## src/hdl/tti_pkg.sv

```systemverilog
// ----------------------------------------------------------------------------
// tti_pkg
// Shared constants, breakpoint ROM and inter-stage types of the thermistor
// table interpolator.
// ----------------------------------------------------------------------------
`default_nettype none

package tti_pkg;

  localparam int ROM_POINTS            = 32;
  localparam int DEFAULT_TABLE_ENTRIES = 32;
  localparam int ADC_W                 = 10;
  localparam int TEMP_W                = 16;
  localparam int NUM_W                 = ADC_W + TEMP_W;
  localparam int ROM_IDX_W             = $clog2(ROM_POINTS);

  // Breakpoint converter codes, ascending.
  localparam logic [ADC_W-1:0] ROM_ADC [ROM_POINTS] = '{
    10'd250, 10'd275, 10'd300, 10'd325, 10'd350, 10'd375, 10'd400, 10'd425,
    10'd450, 10'd475, 10'd500, 10'd525, 10'd550, 10'd575, 10'd600, 10'd625,
    10'd650, 10'd675, 10'd700, 10'd725, 10'd750, 10'd775, 10'd784, 10'd825,
    10'd850, 10'd875, 10'd900, 10'd925, 10'd937, 10'd950, 10'd975, 10'd1000
  };

  // Breakpoint temperatures, unsigned Q8.8, ascending.
  localparam logic [TEMP_W-1:0] ROM_TEMP [ROM_POINTS] = '{
    16'd358,   16'd1024,  16'd1638,  16'd2253,  16'd2842,  16'd3430,  16'd3994,  16'd4557,
    16'd5120,  16'd5683,  16'd6246,  16'd6835,  16'd7424,  16'd8013,  16'd8627,  16'd9242,
    16'd9907,  16'd10573, 16'd11290, 16'd12058, 16'd12851, 16'd13747, 16'd14080, 16'd15744,
    16'd16947, 16'd18304, 16'd19942, 16'd21939, 16'd23117, 16'd24576, 16'd28467, 16'd35712
  };

  // Segment selected for one request.
  typedef struct packed {
    logic [TEMP_W-1:0] t0;
    logic [TEMP_W-1:0] dt;
    logic [ADC_W-1:0]  dx;
    logic [ADC_W-1:0]  da;
    logic              oor;
  } seg_t;

  // Rounded numerator ready for division.
  typedef struct packed {
    logic [NUM_W-1:0]  num;
    logic [ADC_W-1:0]  da;
    logic [TEMP_W-1:0] t0;
    logic              oor;
  } prod_t;

  // Division result with the base temperature.
  typedef struct packed {
    logic [TEMP_W-1:0] quo;
    logic [TEMP_W-1:0] t0;
    logic              oor;
  } quot_t;

endpackage

`default_nettype wire

```

## src/hdl/thermistor_table_interpolator.sv

```systemverilog
// ----------------------------------------------------------------------------
// thermistor_table_interpolator
// Converts a 10-bit thermistor converter sample into an unsigned Q8.8
// temperature by piecewise linear interpolation over a 32-point breakpoint
// ROM, of which the first TABLE_ENTRIES points (at most 32) are in use. An
// exact breakpoint gives its table temperature; a sample below the first or
// above the last breakpoint in use is clamped to that end temperature and
// flagged with out_of_range. Interpolated values round to nearest, halves
// up. A request is taken in every cycle in which the output side is free,
// and its result passes through two search stages, one multiply stage,
// sixteen divider stages (one quotient bit each) and the output register.
// The divider depth sets the latency. A stall on the result side freezes
// the whole pipeline and holds off new requests; nothing is dropped or
// repeated. The block keeps no state between requests.
// ----------------------------------------------------------------------------
`default_nettype none

module thermistor_table_interpolator #(
  parameter int TABLE_ENTRIES = tti_pkg::DEFAULT_TABLE_ENTRIES
) (
  input  wire logic                      clk_i,
  input  wire logic                      rst_ni,
  input  wire logic                      in_valid_i,
  output logic                           in_stall_o,
  input  wire logic [tti_pkg::ADC_W-1:0]  adc_sample_i,
  output logic                           out_valid_o,
  input  wire logic                      out_stall_i,
  output logic [tti_pkg::TEMP_W-1:0]     temperature_q8_8_o,
  output logic                           out_of_range_o
);

  localparam int N_USE = (TABLE_ENTRIES < tti_pkg::ROM_POINTS) ? TABLE_ENTRIES
                                                               : tti_pkg::ROM_POINTS;
  localparam logic [tti_pkg::TEMP_W-1:0] TEMP_LO = tti_pkg::ROM_TEMP[0];
  localparam logic [tti_pkg::TEMP_W-1:0] TEMP_HI = tti_pkg::ROM_TEMP[N_USE-1];

  // Advance every stage together unless a held result is still waiting.
  logic advance;
  assign advance    = !out_valid_o || !out_stall_i;
  assign in_stall_o = !advance;

  logic           seg_valid;
  tti_pkg::seg_t  seg;
  logic           prod_valid;
  tti_pkg::prod_t prod;
  logic           quot_valid;
  tti_pkg::quot_t quot;

  tti_seg_search #(
    .TABLE_ENTRIES(TABLE_ENTRIES)
  ) u_search (
    .clk_i        (clk_i),
    .rst_ni       (rst_ni),
    .advance_i    (advance),
    .in_valid_i   (in_valid_i),
    .adc_sample_i (adc_sample_i),
    .seg_valid_o  (seg_valid),
    .seg_o        (seg)
  );

  tti_interp_mul u_mul (
    .clk_i        (clk_i),
    .rst_ni       (rst_ni),
    .advance_i    (advance),
    .seg_valid_i  (seg_valid),
    .seg_i        (seg),
    .prod_valid_o (prod_valid),
    .prod_o       (prod)
  );

  tti_div_pipe u_div (
    .clk_i        (clk_i),
    .rst_ni       (rst_ni),
    .advance_i    (advance),
    .prod_valid_i (prod_valid),
    .prod_i       (prod),
    .quot_valid_o (quot_valid),
    .quot_o       (quot)
  );

  // Output register: add the base temperature; hold while stalled.
  logic                      out_valid_q;
  logic [tti_pkg::TEMP_W-1:0] temp_d, temp_q;
  logic                      oor_q;

  assign temp_d = quot.t0 + quot.quo;

  always_ff @(posedge clk_i or negedge rst_ni) begin
    if (!rst_ni) begin
      out_valid_q <= 1'b0;
    end else if (advance) begin
      out_valid_q <= quot_valid;
    end
  end

  always_ff @(posedge clk_i) begin
    if (advance) begin
      temp_q <= temp_d;
      oor_q  <= quot.oor;
    end
  end

  assign out_valid_o        = out_valid_q;
  assign temperature_q8_8_o = temp_q;
  assign out_of_range_o     = oor_q;

  // A clamped result is always one of the two end temperatures.
  assert property (@(posedge clk_i) disable iff (!rst_ni)
    out_valid_o && out_of_range_o |->
      (temperature_q8_8_o == TEMP_LO) || (temperature_q8_8_o == TEMP_HI))
    else $error("clamped result is not an end temperature");

  // Every result lies within the span of the table in use.
  assert property (@(posedge clk_i) disable iff (!rst_ni)
    out_valid_o |-> (temperature_q8_8_o >= TEMP_LO) && (temperature_q8_8_o <= TEMP_HI))
    else $error("result outside the table temperature span");

  // A request is refused only while a result is held back.
  assert property (@(posedge clk_i) disable iff (!rst_ni)
    in_stall_o |-> out_valid_o && $past(out_valid_o || quot_valid))
    else $error("request refused with no held result");

endmodule

`default_nettype wire

```

## src/hdl/tti_seg_search.sv

```systemverilog
// ----------------------------------------------------------------------------
// tti_seg_search
// Two stages: locate the bracketing breakpoint, then fetch the segment.
// ----------------------------------------------------------------------------
`default_nettype none

module tti_seg_search #(
  parameter int TABLE_ENTRIES = tti_pkg::DEFAULT_TABLE_ENTRIES
) (
  input  wire logic                     clk_i,
  input  wire logic                     rst_ni,
  input  wire logic                     advance_i,
  input  wire logic                     in_valid_i,
  input  wire logic [tti_pkg::ADC_W-1:0] adc_sample_i,
  output logic                          seg_valid_o,
  output tti_pkg::seg_t                 seg_o
);

  localparam int N_USE = (TABLE_ENTRIES < tti_pkg::ROM_POINTS) ? TABLE_ENTRIES
                                                               : tti_pkg::ROM_POINTS;
  localparam int IDX_W = $clog2(N_USE + 1);

  // Stage A: count breakpoints below the sample (thermometer edge).
  logic [N_USE:0]               lt_ext;
  logic [IDX_W-1:0]             cnt_d, cnt_q;
  logic [tti_pkg::ADC_W-1:0]    x_q;
  logic                         vld_a_q;

  always_comb begin
    lt_ext = '0;
    for (int i = 0; i < N_USE; i++) begin
      lt_ext[i] = tti_pkg::ROM_ADC[i] < adc_sample_i;
    end
  end

  always_comb begin
    cnt_d = '0;
    for (int i = 0; i < N_USE; i++) begin
      if (lt_ext[i] && !lt_ext[i+1]) begin
        cnt_d = cnt_d | IDX_W'(i + 1);
      end
    end
  end

  // Stage B: pick the segment, or a flat segment for direct results.
  logic [tti_pkg::ROM_IDX_W-1:0] hi_idx, lo_idx;
  logic                          exact, below, above;
  tti_pkg::seg_t                 seg_d, seg_q;
  logic                          seg_valid_q;

  always_comb begin
    above  = (cnt_q == IDX_W'(N_USE));
    hi_idx = above ? tti_pkg::ROM_IDX_W'(N_USE - 1) : tti_pkg::ROM_IDX_W'(cnt_q);
    lo_idx = (cnt_q == '0) ? '0 : tti_pkg::ROM_IDX_W'(cnt_q - IDX_W'(1));
    exact  = !above && (x_q == tti_pkg::ROM_ADC[hi_idx]);
    below  = (cnt_q == '0) && !exact;
    if (exact || below || above) begin
      seg_d.t0 = tti_pkg::ROM_TEMP[hi_idx];
      seg_d.dt = '0;
      seg_d.dx = '0;
      seg_d.da = tti_pkg::ADC_W'(1);
    end else begin
      seg_d.t0 = tti_pkg::ROM_TEMP[lo_idx];
      seg_d.dt = tti_pkg::ROM_TEMP[hi_idx] - tti_pkg::ROM_TEMP[lo_idx];
      seg_d.dx = x_q - tti_pkg::ROM_ADC[lo_idx];
      seg_d.da = tti_pkg::ROM_ADC[hi_idx] - tti_pkg::ROM_ADC[lo_idx];
    end
    seg_d.oor = below || above;
  end

  always_ff @(posedge clk_i or negedge rst_ni) begin
    if (!rst_ni) begin
      vld_a_q     <= 1'b0;
      seg_valid_q <= 1'b0;
    end else if (advance_i) begin
      vld_a_q     <= in_valid_i;
      seg_valid_q <= vld_a_q;
    end
  end

  always_ff @(posedge clk_i) begin
    if (advance_i) begin
      x_q   <= adc_sample_i;
      cnt_q <= cnt_d;
      seg_q <= seg_d;
    end
  end

  assign seg_valid_o = seg_valid_q;
  assign seg_o       = seg_q;

endmodule

`default_nettype wire

```

## src/hdl/tti_interp_mul.sv

```systemverilog
// ----------------------------------------------------------------------------
// tti_interp_mul
// One stage: scale the temperature step and add the rounding bias.
// ----------------------------------------------------------------------------
`default_nettype none

module tti_interp_mul (
  input  wire logic          clk_i,
  input  wire logic          rst_ni,
  input  wire logic          advance_i,
  input  wire logic          seg_valid_i,
  input  wire tti_pkg::seg_t seg_i,
  output logic               prod_valid_o,
  output tti_pkg::prod_t     prod_o
);

  tti_pkg::prod_t prod_d, prod_q;
  logic           prod_valid_q;

  always_comb begin
    prod_d.num = tti_pkg::NUM_W'(seg_i.dt) * tti_pkg::NUM_W'(seg_i.dx)
               + tti_pkg::NUM_W'(seg_i.da >> 1);
    prod_d.da  = seg_i.da;
    prod_d.t0  = seg_i.t0;
    prod_d.oor = seg_i.oor;
  end

  always_ff @(posedge clk_i or negedge rst_ni) begin
    if (!rst_ni) begin
      prod_valid_q <= 1'b0;
    end else if (advance_i) begin
      prod_valid_q <= seg_valid_i;
    end
  end

  always_ff @(posedge clk_i) begin
    if (advance_i) begin
      prod_q <= prod_d;
    end
  end

  assign prod_valid_o = prod_valid_q;
  assign prod_o       = prod_q;

endmodule

`default_nettype wire

```

## src/hdl/tti_div_pipe.sv

```systemverilog
// ----------------------------------------------------------------------------
// tti_div_pipe
// Restoring divider, one quotient bit per registered stage.
// ----------------------------------------------------------------------------
`default_nettype none

module tti_div_pipe (
  input  wire logic           clk_i,
  input  wire logic           rst_ni,
  input  wire logic           advance_i,
  input  wire logic           prod_valid_i,
  input  wire tti_pkg::prod_t prod_i,
  output logic                quot_valid_o,
  output tti_pkg::quot_t      quot_o
);

  localparam int STAGES = tti_pkg::TEMP_W;

  logic [tti_pkg::NUM_W-1:0]  rem_d [STAGES];
  logic [tti_pkg::NUM_W-1:0]  rem_q [STAGES];
  logic [tti_pkg::TEMP_W-1:0] quo_d [STAGES];
  logic [tti_pkg::TEMP_W-1:0] quo_q [STAGES];
  logic [tti_pkg::ADC_W-1:0]  da_q  [STAGES];
  logic [tti_pkg::TEMP_W-1:0] t0_q  [STAGES];
  logic                       oor_q [STAGES];
  logic [STAGES-1:0]          vld_q;

  always_comb begin
    logic [tti_pkg::NUM_W-1:0]  rem_src;
    logic [tti_pkg::NUM_W-1:0]  dsh;
    logic [tti_pkg::TEMP_W-1:0] quo_src;
    logic [tti_pkg::ADC_W-1:0]  da_src;
    for (int s = 0; s < STAGES; s++) begin
      if (s == 0) begin
        rem_src = prod_i.num;
        quo_src = '0;
        da_src  = prod_i.da;
      end else begin
        rem_src = rem_q[s-1];
        quo_src = quo_q[s-1];
        da_src  = da_q[s-1];
      end
      dsh      = tti_pkg::NUM_W'(da_src) << (STAGES - 1 - s);
      quo_d[s] = quo_src;
      if (rem_src >= dsh) begin
        rem_d[s]                 = rem_src - dsh;
        quo_d[s][STAGES - 1 - s] = 1'b1;
      end else begin
        rem_d[s] = rem_src;
      end
    end
  end

  always_ff @(posedge clk_i or negedge rst_ni) begin
    if (!rst_ni) begin
      vld_q <= '0;
    end else if (advance_i) begin
      vld_q <= {vld_q[STAGES-2:0], prod_valid_i};
    end
  end

  always_ff @(posedge clk_i) begin
    if (advance_i) begin
      for (int s = 0; s < STAGES; s++) begin
        rem_q[s] <= rem_d[s];
        quo_q[s] <= quo_d[s];
        if (s == 0) begin
          da_q[s]  <= prod_i.da;
          t0_q[s]  <= prod_i.t0;
          oor_q[s] <= prod_i.oor;
        end else begin
          da_q[s]  <= da_q[s-1];
          t0_q[s]  <= t0_q[s-1];
          oor_q[s] <= oor_q[s-1];
        end
      end
    end
  end

  assign quot_valid_o = vld_q[STAGES-1];
  assign quot_o.quo   = quo_q[STAGES-1];
  assign quot_o.t0    = t0_q[STAGES-1];
  assign quot_o.oor   = oor_q[STAGES-1];

endmodule

`default_nettype wire

```

## config.mk

```make
export PLATFORM = sky130hd
export DESIGN_NAME = thermistor_table_interpolator
export DESIGN_NICKNAME = d
export VERILOG_FILES = /design/src/hdl/tti_pkg.sv /design/src/hdl/thermistor_table_interpolator.sv /design/src/hdl/tti_seg_search.sv /design/src/hdl/tti_interp_mul.sv /design/src/hdl/tti_div_pipe.sv
export SDC_FILE = /design/constraint.sdc
export NUM_CORES = 2
export LEC_CHECK = 0
export BUFFER_PORTS_ARGS = -buffer_cell sky130_fd_sc_hd__buf_2
export CORE_MARGIN = 2
export CORE_UTILIZATION = 58
export CTS_CLUSTER_SIZE = 20
export DETAILED_ROUTE_END_ITERATION = 6
export GPL_ROUTABILITY_DRIVEN = 0
export PLACE_DENSITY_LB_ADDON = 0.1
export SYNTH_ARGS = -nofsm -noshare
export SYNTH_HDL_FRONTEND = slang
export SYNTH_SLANG_ARGS = --single-unit
```

## constraint.sdc

```tcl
create_clock -name clk_i -period 33.7 [get_ports clk_i]
set_input_delay 3.37 -clock clk_i [delete_from_list [all_inputs] [get_ports clk_i]]
set_output_delay 3.37 -clock clk_i [all_outputs]
set_load 0.01 [all_outputs]
```

==> impl_metrics.tcl <==
set metrics [dict create \
    skew_ps 34.93 \
    die_y_extent_um 312.1 \
    fmax_mhz 128.4 \
    synth_most_common_cell "sky130_fd_sc_hd__edfxtp_1" \
    max_stage_delay_ps 550 \
    outcome "finished clean" \
    final-max-slew-violation-count 0 \
    cp-start-kind "input pin" \
    detail_route.iter0.violations 2566 \
    worst-endpoint-required_ps 30330 \
    h-tree-depth 3 \
    antenna_violations_before_repair 2 \
    post_synthesis_net_count 4831 \
    synthDistinctLibCells 89 \
    die_width_um 312.1 \
    syn_inst 4373 \
    yosys_warnings 0 \
    critical_path.slowest_cell "sky130_fd_sc_hd__nand2_4" \
    clockBufferDepth 3 \
    ys_async_rst_share 0.01837 \
    post-place-ws_ps 25580 \
    max-cap-violations 0 \
    floorplan.initialDensity 0.5821 \
    std_cell_core_area_um2 94590 \
    tritoncts "built" \
    drcViolationCount 0 \
    ff_latch_area_um2 32600 \
    max-slew-margin-rel 0.2181 \
    synth_top_area_share 0.5830 \
    vias_per_cell 5.627 \
    post_synth_instance_area_um2 55060 \
    post_cts_buffers 0 \
    endpoints_failing_hold 0 \
    global_route.overflow_total 0 \
    largest_driver_fanout_on_the_critical_path 62 \
    synth.top_cells.by_area "sky130_fd_sc_hd__edfxtp_1 (58%), sky130_fd_sc_hd__ha_1 (7.0%), sky130_fd_sc_hd__fa_1 (5.0%)" \
    via_count 32540 \
    buffer_ports.inserted 32 \
    report.final.setup_viol 0 \
    yosys.area.top_type "sky130_fd_sc_hd__edfxtp_1" \
    finalNetCount 4881 \
    instances_no_fill 5783 \
    cts-hold-fix-buffers 0 \
    syn_to_final_growth_pct 9.351 \
    ys_dominant_reg_cell "sky130_fd_sc_hd__edfxtp_1" \
    final.setup.worst_slack_ps 25910 \
    insertion_delay_ps 680 \
    ant_nets 0 \
    fin_setup_tns_ps 0 \
    clock-root-buffer "sky130_fd_sc_hd__clkbuf_16" \
    clock_sink_count 1089 \
    drt-wirelength-per-cell_um 18.12 \
    crit_path_cells "buf_2, nand2_4, inv_1, buf_2" \
    count_of_placed_standard_cells_including_taps 5577 \
    clkSlewWorstSetupHoldPaths_ps 60 \
    yosysSeqAreaShare 0.5921 \
    grt_setup_unrepaired "no" \
    multi_input_gate_area_um2 20340 \
    synthTopCellsByCount "sky130_fd_sc_hd__edfxtp_1 (1069), sky130_fd_sc_hd__inv_1 (425), sky130_fd_sc_hd__nand2_1 (351)" \
    io-pin-count 33 \
    timing.final.crit_share 0.2311 \
    fillerInstances 7164 \
    grtUsageTotal 0.2173 \
    first_pass_iters 6 \
    critical-path-top-delay-family "simple AND/OR/NAND/NOR gates" \
    worstPathBufferInverterCount 3 \
    core_rows 113 \
    grt_pass1_vias 31860 \
    min_path_type "reg -> reg" \
    cts_inserted_buffers 109 \
    synth_edf_count 1069 \
    wirelength_um 104800 \
    crit_arrival_ps 4420 \
    worst-slew-pin-transition_ps 1167 \
    ys_seq_elements 1089 \
    critPathCaptureType "output port" \
    critPathMostFrequentCell "sky130_fd_sc_hd__buf_2" \
    design.die.area_um2 97420 \
    post_cts_resized 0 \
    critPathKind "in -> out" \
    first_pass_grt_wire_length_um 168700 \
    place_hpwl_um 75110 \
    grt_start_max_net_pins 191 \
    synthesis.area_per_instance_um2 12.59 \
    layout_min_cycle_time_ps 7789 \
    drive_above_1_share 0.06797 \
]
[placed cells by master, fill, tap and decap left out, types with 13 or more instances in the layout]
master / count
sky130_fd_sc_hd__o21a_1: 26
sky130_fd_sc_hd__xor2_1: 114
sky130_fd_sc_hd__o21bai_1: 17
sky130_fd_sc_hd__nand4_1: 25
sky130_fd_sc_hd__buf_2: 32
sky130_fd_sc_hd__and2_1: 84
sky130_fd_sc_hd__o211ai_1: 17
sky130_fd_sc_hd__clkinv_2: 19
sky130_fd_sc_hd__bufinv_16: 13
sky130_fd_sc_hd__nor4_1: 55
sky130_fd_sc_hd__nand3_1: 55
sky130_fd_sc_hd__or4_1: 28
sky130_fd_sc_hd__nor2_1: 278
sky130_fd_sc_hd__inv_1: 425
sky130_fd_sc_hd__a21boi_0: 25
sky130_fd_sc_hd__a21o_1: 70
sky130_fd_sc_hd__o31ai_1: 23
sky130_fd_sc_hd__fa_1: 138
sky130_fd_sc_hd__clkbuf_1: 27
sky130_fd_sc_hd__a21oi_1: 225
sky130_fd_sc_hd__buf_4: 26
sky130_fd_sc_hd__clkinv_1: 15
sky130_fd_sc_hd__a31oi_1: 25
sky130_fd_sc_hd__edfxtp_1: 1069
sky130_fd_sc_hd__o21ai_0: 195
sky130_fd_sc_hd__ha_1: 306
sky130_fd_sc_hd__clkbuf_16: 112
sky130_fd_sc_hd__nor2b_1: 56
sky130_fd_sc_hd__nor3_1: 96
sky130_fd_sc_hd__nand2b_1: 53
sky130_fd_sc_hd__mux2_2: 41
sky130_fd_sc_hd__and3_1: 14
sky130_fd_sc_hd__xnor2_1: 160
sky130_fd_sc_hd__or3_1: 33
sky130_fd_sc_hd__a211oi_1: 21
sky130_fd_sc_hd__mux2i_1: 14
sky130_fd_sc_hd__dfrtp_1: 20
sky130_fd_sc_hd__nand2_1: 350
[through the flow]
| stage | area (µm²) | hold WS (ps) | utilization |
|---|---|---|---|
| floorplan | 55070 | 400.3 | - |
| global placement | 56530 | 400.6 | 0.5976 |
| detailed placement | 56530 | 404.5 | 0.5976 |
| CTS | 60210 | 397.0 | 0.6365 |
| global route | 60210 | 403.3 | 0.6365 |
| finish | 60210 | 398.2 | 0.6366 |
[routing by layer]
metal	routed length, µm	vias to the layer above	part of all wire	track usage
li1	-	15840	-	-
met3	4939	206	0.047	0.03245
met2	52130	807	0.50	0.3737
met1	43740	15690	0.42	0.2802
met4	3947	2	0.038	0.08239
met5	13	-	0.00012	0
[layout make-up]
class,instances,share of cell area
antenna,1,0.00004156
clock buffer,144,0.04937
clock inverter,61,0.01176
inverter,428,0.02670
multi-input combinational,2735,0.3378
sequential,1089,0.5414
tap,1265,0.02629
timing repair buffer,60,0.006567
[state kept, by name, summed over array words and instances, names as in the netlist, 16 cells and up]
register	count
u_div.vld_q	16
u_search.seg_o	52
u_div.rem_q	390
u_div.oor_q	16
u_mul.prod_o	52
temperature_q8_8_o	16
u_div.t0_q	240
u_div.quo_q	136
u_div.da_q	150
[path summary, 6_finish.rpt]
check,slack (ps),cells after the start,from,endpoint
max,25910,4,out_stall_i,in_stall_o
min,400,0,u_div.t0_q[0][96],u_div.t0_q[0][112]
max reg2reg,26950,20,u_search.cnt_q[0],u_search.seg_o[35]
min reg2reg,400,0,u_div.t0_q[0][96],u_div.t0_q[0][112]
max in group asynchronous,30730,1,rst_ni,u_div.vld_q[4]
min in group asynchronous,2640,1,rst_ni,out_valid_o
[kinds of logic (layout without fill, tap and decap cells)]
family | count (synthesis) | count (layout) | synth area share
AND/OR/NAND/NOR | 1203 | 1203 | 0.1082
flip-flops | 1089 | 1089 | 0.5921
AO/OA/AOI/OAI | 758 | 758 | 0.08619
buffers and inverters | 549 | 693 | 0.03895
adder cells (fa/ha/maj) | 444 | 444 | 0.1197
XOR/XNOR | 274 | 274 | 0.04358
multiplexers | 56 | 56 | 0.01134
other | 0 | 1 | 0
Power is left out: the tool's default activity adds up to more than one toggle a clock period on the data nets, which glitch-free logic cannot reach.
